[src/hdl/swlp_pkg.sv]
// Shared types and constants of the sliding window latency monitor.
package swlp_pkg;

  localparam int SAMPLE_W = 32;

  localparam logic OP_RECORD = 1'b0;
  localparam logic OP_QUERY  = 1'b1;

  // floor(n*pct/100) as (n * pct * ceil(2^26/100)) >> 26; exact while n*pct < 1.8e6
  localparam int               RCP_W   = 26;
  localparam int               RCP_SH  = 26;
  localparam logic [RCP_W-1:0] RCP_P95 = 26'd63753455;
  localparam logic [RCP_W-1:0] RCP_P99 = 26'd66437811;
  localparam int               PCT_DEN = 100;

  typedef struct packed {
    logic                op;
    logic [SAMPLE_W-1:0] sample;
  } req_t;

endpackage

[src/hdl/swlp_in_if.sv]
// Input request channel: valid/ready with opcode and sample.
interface swlp_in_if;
  logic        valid;
  logic        ready;
  logic        op;
  logic [31:0] sample_us;

  modport source (output valid, output op, output sample_us, input ready);
  modport sink   (input valid, input op, input sample_us, output ready);
endinterface

[src/hdl/swlp_front.sv]
// Front end: accepts requests, decodes the opcode bit, two-entry queue to the back end.
module swlp_front (
  input  logic              clk,
  input  logic              rst_n,
  swlp_in_if.sink           in_ch,
  output swlp_pkg::req_t    q_req,
  output logic              q_valid,
  input  logic              q_ready
);

  swlp_pkg::req_t ent_r [2];
  logic       wr_ptr_r;
  logic       rd_ptr_r;
  logic [1:0] cnt_r;
  logic       push;
  logic       pop;

  assign in_ch.ready = (cnt_r != 2'd2);
  assign push        = in_ch.valid && in_ch.ready;
  assign q_valid     = (cnt_r != 2'd0);
  assign pop         = q_valid && q_ready;
  assign q_req       = ent_r[rd_ptr_r];

  // queue storage
  always_ff @(posedge clk) begin
    if (push) begin
      ent_r[wr_ptr_r].op     <= (in_ch.op == swlp_pkg::OP_QUERY);
      ent_r[wr_ptr_r].sample <= in_ch.sample_us;
    end
  end

  // pointers and occupancy
  always_ff @(posedge clk) begin
    if (!rst_n) begin
      wr_ptr_r <= 1'b0;
      rd_ptr_r <= 1'b0;
      cnt_r    <= 2'd0;
    end else begin
      if (push) wr_ptr_r <= ~wr_ptr_r;
      if (pop)  rd_ptr_r <= ~rd_ptr_r;
      case ({push, pop})
        2'b10:   cnt_r <= cnt_r + 2'd1;
        2'b01:   cnt_r <= cnt_r - 2'd1;
        default: cnt_r <= cnt_r;
      endcase
    end
  end

endmodule

[src/flat_wrapper.sv]
// flat-port wrapper written by rule: the top's interface ports become plain ports
module swlp_front_flat 
  (clk, rst_n, q_req, q_valid, q_ready, in_ch_valid, in_ch_op, in_ch_sample_us, in_ch_ready);
  swlp_in_if in_ch_i ();
  input  logic clk;
  input  logic rst_n;
  output swlp_pkg::req_t q_req;
  output logic q_valid;
  input  logic q_ready;
  input wire logic [$bits(in_ch_i.valid)-1:0] in_ch_valid;
  input wire logic [$bits(in_ch_i.op)-1:0] in_ch_op;
  input wire logic [$bits(in_ch_i.sample_us)-1:0] in_ch_sample_us;
  output wire logic [$bits(in_ch_i.ready)-1:0] in_ch_ready;
  assign in_ch_i.valid = in_ch_valid;
  assign in_ch_i.op = in_ch_op;
  assign in_ch_i.sample_us = in_ch_sample_us;
  assign in_ch_ready = in_ch_i.ready;
  swlp_front u_core (.clk(clk), .rst_n(rst_n), .in_ch(in_ch_i), .q_req(q_req), .q_valid(q_valid), .q_ready(q_ready));
endmodule
[config.mk]
export PLATFORM = sky130hd
export DESIGN_NAME = swlp_front_flat
export DESIGN_NICKNAME = d
export VERILOG_FILES = /design/src/hdl/swlp_pkg.sv /design/src/hdl/swlp_in_if.sv /design/src/hdl/swlp_front.sv /design/src/flat_wrapper.sv
export SDC_FILE = /design/constraint.sdc
export NUM_CORES = 1
export LEC_CHECK = 0
export ABC_AREA = 1
export ABC_CLOCK_PERIOD_IN_PS = 5480
export BUFFER_PORTS_ARGS = -buffer_cell sky130_fd_sc_hd__buf_4
export CAP_MARGIN = 20
export CORE_MARGIN = 10
export CORE_UTILIZATION = 50
export CTS_CLUSTER_SIZE = 30
export DETAILED_ROUTE_END_ITERATION = 10
export PLACE_DENSITY = 0.76
export SLEW_MARGIN = 20
export SYNTH_ARGS = -nofsm -noshare
export SYNTH_HDL_FRONTEND = slang
export SYNTH_SLANG_ARGS = --single-unit
[constraint.sdc]
create_clock -name clk -period 5.48 [get_ports clk]
set_input_delay 1.096 -clock clk [delete_from_list [all_inputs] [get_ports clk]]
set_output_delay 1.096 -clock clk [all_outputs]
set_load 0.03 [all_outputs]
==> out/metrics.csv, run 1 <==
metric,value,unit
outcome,"finished, final reports clean",
PortBufs,71,
Placer Congestion,0.708,
met2 Usage GRT,17.6,%
Pwr Density,448,nW/µm²
worst-path fanout max,33,
Mapped Nets,177,
Syn Std Cell Area,2780,µm²
CP Class,reg -> out,
Slew headroom,34.1,%
initial antenna violation count,0,
largest net degree at the start of global routing,35,
Min-Delay Path Class,reg -> reg,
layout cells sized above 1,55.9,%
crit start category,flop,
via/cell ratio,4.76,
RR Startpoint,u_core.cnt_r[0]$_SDFFE_PN0P_,
worst path cell trace,mux2_2 > buf_4,
Final Max Slew Viols,0,
slowest CP cell,dfxtp_4,
CTS buffer count,9,
Antenna diodes,0,
Hold Fails Final Rpt,0,
pre-CTS setup slack,2730,ps
CP required,4380,ps
Comb pwr share,25.6,%
DRT Pass-1 Iters,4,
clock power share,29.9,%
total leakage power,1.42,nW
Setup crit end kind,output pin,
GR Util met1,11.6,%
clock transition at the registers of the reported paths,70,ps
Tot Pwr,1.60,mW
drt initial violations,107,
CP Capture Point,q_req[23],
sw frac,28.1,%
total track usage,10.9,%
Net Switching,0.451,mW
Die ar.,8940,µm²
Die Ht,94.5,µm
Clock Skew,6.41,ps
setup TNS,0,ps
r2r setup slk,3650,ps
Sinks on Clock Net,71,
worst reg-to-reg path cell count,4,
Routed WL per cell,16.2,µm
DRC,0,
CTS tree,built,
Clock Tree Root,clkbuf_8,
Routed WL,4.77,mm
antenna-violating nets left,0,
synth warn,0,
IO Count,72,
initial core utilization,51.1,%
first-pass GRT wire length,7.38,mm
sequential share of the synthesized area,75.0,%
unrepaired setup endpoints after global routing,false,
met3 Use GR,5.31,%
H-tree Lvls,3,
number of global-route vias before repair,1464,
worst-case clock buffer depth,2,
WP data arrival,1650,ps
min setup slack post-route,2730,ps
gr busiest metal,met2,
Worst Tran Pin Value,986,ps
part of the cycle the worst path needs,50.1,%
peak supply drop,0.328,mV
RR Endpoint,u_core.ent_r[1][27]$_DFFE_PP_,
Power Internal,1.15,mW
average size of a mapped cell,20.0,µm²
most frequent cells in the layout,"buf_4, edfxtp_1, mux2_4",
Period minus WS final,2750,ps
vias,1398,
Post CTS Setup Buffer Count,0,
Fmax,364,MHz
"Clk Latency, worst-skew pair",330,ps
final setup violation count,0,
"commonest non-fill, non-tap cell in the layout",buf_4,
"Remaining Overflow, GRT",0,
max incr delay on CP,750,ps
Core ar.,5440,µm²
hold buffer count at cts,0,
number of distinct library cells after synthesis,18,
count of cells resized by post-cts repair,0,
Flop pwr share,44.5,%
Die Wd,94.5,µm
Gate Count Post-Synth,139,
row count,27,
Area Overhead vs Synth,28.9,%
fin nets,255,
#FFs+latches synth,71,
max-cap violations,0,
-- layout make-up --
type,count,area [µm²]
Tap cell,72,90.1
Clock inverter,7,111
Sequential cell,71,2090
Clock buffer,9,124
Multi-Input combinational cell,59,618
Inverter,5,18.8
Fill cell,400,1860
Timing Repair Buffer,71,533
-- flip-flops by register name, summed over array words and instances, names as in the netlist, named ones only --
name and count:
u_core.cnt_r 2, u_core.wr_ptr_r 1, u_core.ent_r 66, u_core.rd_ptr_r 1
-- synth_stat cells (all sizes together) --
| master | instances | area (µm²) |
|---|---|---|
| a21oi | 1 | 5.00 |
| nand4 | 1 | 6.26 |
| ha | 1 | 12.5 |
| edfxtp | 66 | 1980 |
| nand3 | 1 | 5.00 |
| nor2 | 10 | 40.0 |
| o21ai | 1 | 5.00 |
| mux2 | 33 | 484 |
| o21a | 1 | 7.51 |
| nand2 | 10 | 40.0 |
| dfxtp | 5 | 100 |
| inv | 5 | 18.8 |
| buf | 4 | 71.3 |
-- power by group through the flow --
stage | registers (mW) | logic, mW | clock network, mW
2_1_floorplan | 0.692 | 0.326 | 0
3_3_place_gp | 0.723 | 0.418 | 0
3_5_place_dp | 0.726 | 0.421 | 0
4_1_cts | 0.714 | 0.422 | 0.488
5_1_grt | 0.723 | 0.437 | 0.512
6_report | 0.713 | 0.411 | 0.480
-- per-layer routing --
metal | wire [µm] | vias to the layer above
met3 | 438 | 9
met2 | 2370 | 48
met4 | 102 | 0
met5 | 0 | -
li1 | - | 678
met1 | 1860 | 663
-- per-stage QoR --
step,cells,util [%],area [µm²],hold WS (ps)
4_1_cts,294,65.8,3580,515
3_3_place_gp,278,61.5,3340,470
3_5_place_dp,278,61.5,3340,490
6_report,294,65.8,3580,504
5_1_grt,294,65.8,3580,530
2_1_floorplan,139,-,2780,451
-- critical path, delay by kind of cell (launching register included) --
family                 cells  cell delay (ps)
buffers and inverters      1              170
DFF                        1              750
muxes                      1              400
-- kinds of logic (layout without fill, tap and decap cells) --
family          count (synthesis)  count (layout)  synth area share (%)
buf+inv                         9              92                  3.24
flops                          71              71                  75.0
mux                            33              33                  17.4
simple gates                   22              22                  3.29
compound gates                  3               3                 0.630
fa+ha+maj                       1               1                 0.450
-- worst min-delay path by stage --
| stage | startpoint | end | slack (ps) | cells after the start |
|---|---|---|---|---|
| 5_1_grt | u_core.rd_ptr_r$_SDFFE_PN0P_ | flop | 530 | 2 |
| 4_1_cts | u_core.rd_ptr_r$_SDFFE_PN0P_ | flop | 510 | 2 |
| 2_1_floorplan | u_core.rd_ptr_r$_SDFFE_PN0P_ | flop | 450 | 2 |
| 6_report | u_core.rd_ptr_r$_SDFFE_PN0P_ | flop | 500 | 2 |
| 3_3_place_gp | u_core.rd_ptr_r$_SDFFE_PN0P_ | u_core.rd_ptr_r$_SDFFE_PN0P_ | 470 | 2 |
| 3_5_place_dp | u_core.rd_ptr_r$_SDFFE_PN0P_ | flop | 490 | 2 |
No activity file was read; power rests on OpenSTA's default activity.
==> run 2, diff against run 1 <==
--- a/config.mk
+++ b/config.mk
@@ -6,14 +6,14 @@
 export NUM_CORES = 1
 export LEC_CHECK = 0
 export ABC_AREA = 1
-export ABC_CLOCK_PERIOD_IN_PS = 5480
+export ABC_CLOCK_PERIOD_IN_PS = 2300
 export BUFFER_PORTS_ARGS = -buffer_cell sky130_fd_sc_hd__buf_4
 export CAP_MARGIN = 20
 export CORE_MARGIN = 10
-export CORE_UTILIZATION = 50
+export CORE_UTILIZATION = 47
 export CTS_CLUSTER_SIZE = 30
 export DETAILED_ROUTE_END_ITERATION = 10
-export PLACE_DENSITY = 0.76
+export PLACE_DENSITY = 0.75
 export SLEW_MARGIN = 20
 export SYNTH_ARGS = -nofsm -noshare
 export SYNTH_HDL_FRONTEND = slang
==> constraint.sdc (replaced) <==
create_clock -name clk -period 2.3 [get_ports clk]
set_input_delay 0.46 -clock clk [delete_from_list [all_inputs] [get_ports clk]]
set_output_delay 0.46 -clock clk [all_outputs]
set_load 0.03 [all_outputs]
==> out/metrics.csv, run 2 (synthesized netlist as in run 1, its figures left out) <==
metric,value,unit,change
outcome,"finished, final reports clean",,
H-tree Lvls,3,,unchanged
pre-CTS setup slack,574,ps,-2150 ps
Period minus WS final,2050,ps,
worst-case clock buffer depth,2,,unchanged
via/cell ratio,4.78,,+0.42%
WP data arrival,1590,ps,-60 ps
"Remaining Overflow, GRT",0,,unchanged
row count,27,,unchanged
met3 Use GR,4.76,%,-0.56 points
Min-Delay Path Class,in -> reg,,
Clock Tree Root,clkbuf_8,,
number of global-route vias before repair,1610,,+10%
final setup violation count,0,,unchanged
Antenna diodes,0,,unchanged
Setup crit end kind,output pin,,
GR Util met1,11.5,%,-0.13 points
DRC,0,,unchanged
peak supply drop,0.543,mV,+66%
unrepaired setup endpoints after global routing,false,,
Die ar.,9380,µm²,+5.0%
antenna-violating nets left,0,,unchanged
min setup slack post-route,247,ps,-2490 ps
total track usage,10.9,%,about the same
RR Startpoint,u_core.cnt_r[0]$_SDFFE_PN0P_,,
CTS tree,built,,
Core ar.,5610,µm²,+3.1%
Hold Path End,u_core.ent_r[0][9]$_DFFE_PP_,,
"commonest non-fill, non-tap cell in the layout",buf_4,,
Placer Congestion,0.718,,+1.4%
Die Wd,96.9,µm,+2.5%
Post CTS Setup Buffer Count,0,,unchanged
DRT Pass-1 Iters,4,,unchanged
Biggest register,u_core.ent_r,,
Hold Fails Final Rpt,0,,unchanged
CP Class,reg -> out,,
Fmax,487,MHz,
r2r setup slk,690,ps,-2960 ps
Sinks on Clock Net,71,,unchanged
Clock Skew,5.90,ps,-0.510 ps
final hold slack,317,ps,-187 ps
worst reg-to-reg path cell count,5,,+1
Slew headroom,68.2,%,+34 points
count of cells resized by post-cts repair,0,,unchanged
vias,1423,,+1.8%
met2 Usage GRT,18.4,%,+0.79 points
CP required,1840,ps,-2540 ps
gr busiest metal,met2,,
initial core utilization,49.5,%,-1.5 points
max-cap violations,0,,unchanged
Worst Tran Pin Value,476,ps,-510 ps
RR Endpoint,u_core.ent_r[0][29]$_DFFE_PP_,,
Pwr Density,983,nW/µm²,+120%
"Clk Latency, worst-skew pair",320,ps,about the same
drt initial violations,60,,-44%
crit start category,flop,,
Routed WL,5.18,mm,+8.6%
worst hold path depth,1,,-1
largest net degree at the start of global routing,21,,-40%
PortBufs,71,,unchanged
register area,2080,µm²,-0.12%
CTS buffer count,9,,unchanged
Final Max Slew Viols,0,,unchanged
worst-path fanout max,18,,-45%
hold buffer count at cts,0,,unchanged
setup TNS,0,ps,unchanged
FILL cells,417,,+4.3%
area occupied by multi-input gates,618,µm²,unchanged
DP Wirelength,3.91,mm,
clock transition at the registers of the reported paths,70,ps,about the same
max reg flops,66,,unchanged
total leakage power,1.42,nW,-0.30%
most frequent cells in the layout,"buf_4, edfxtp_1, mux2_4",,
IO Count,72,,unchanged
part of the cycle the worst path needs,89.3,%,
Routed WL per cell,17.4,µm,+7.1%
Die Ht,96.9,µm,+2.5%
fin nets,260,,+2.0%
Hold Crit Start,in_ch_sample_us[9],,
layout cells sized above 1,56.2,%,+0.34 points
initial antenna violation count,0,,unchanged
first-pass GRT wire length,8.22,mm,+11%
Area Overhead vs Synth,28.2,%,
Regs by FF count,"u_core.ent_r x66, u_core.cnt_r x2",,
==> run 2: cell count changes in the layout (fill, tap and decap cells not counted), sizes merged <==
cell    previous run  this run
clkbuf             9        10
bufinv             3         0
clkinv             3         4
buf               71        76
==> run 2: critical path, stage by stage (launching register included) <==
cell     delay (ps)
dfxtp_2         530
buf_12          230
mux2_4          320
buf_4           170
==> run 2: how the worst max path moves through the flow <==
stage	startpoint	to	slack (ps)
6_report	flop	q_req[19]	250
5_1_grt	flop	q_req[31]	170
3_3_place_gp	flop	q_req[31]	590
2_1_floorplan	u_core.cnt_r[0]$_SDFFE_PN0P_	u_core.ent_r[1][0]$_DFFE_PP_	190
3_5_place_dp	flop	q_req[31]	570
4_1_cts	flop	q_req[31]	210
==> run 2: metal layers <==
| metal | vias to the layer above | part of all wire, % |
|---|---|---|
| met2 | 48 | 52 |
| met4 | 0 | 1.3 |
| li1 | 687 | - |
| met1 | 681 | 39 |
| met5 | - | 0 |
| met3 | 7 | 7.3 |
==> run 2: power by group <==
part | total [mW] | internal (mW) | switching (mW)
Combinational | 1.07 | 0.484 | 0.588
Sequential | 1.65 | 1.58 | 0.0691
Clock | 0.775 | 0.375 | 0.400
==> run 2: final cells by class <==
| cell class | count | area share [%] |
|---|---|---|
| inverter | 5 | 0.527 |
| clock inverter | 5 | 0.738 |
| multi-input combinational | 59 | 17.4 |
| sequential | 71 | 58.5 |
| tap | 72 | 2.53 |
| clock buffer | 10 | 3.59 |
| timing repair buffer | 76 | 16.7 |
==> run 2: metrics by stage <==
stage                     power (mW)  cell area (µm²)  instances  utilization [%]
after floorplan                 2.42             2780        139                -
after global placement          2.75             3410        283             60.7
after detailed placement        2.77             3410        283             60.7
after CTS                       3.55             3560        298             63.5
after global routing            3.67             3560        298             63.5
final                           3.50             3560        298             63.5
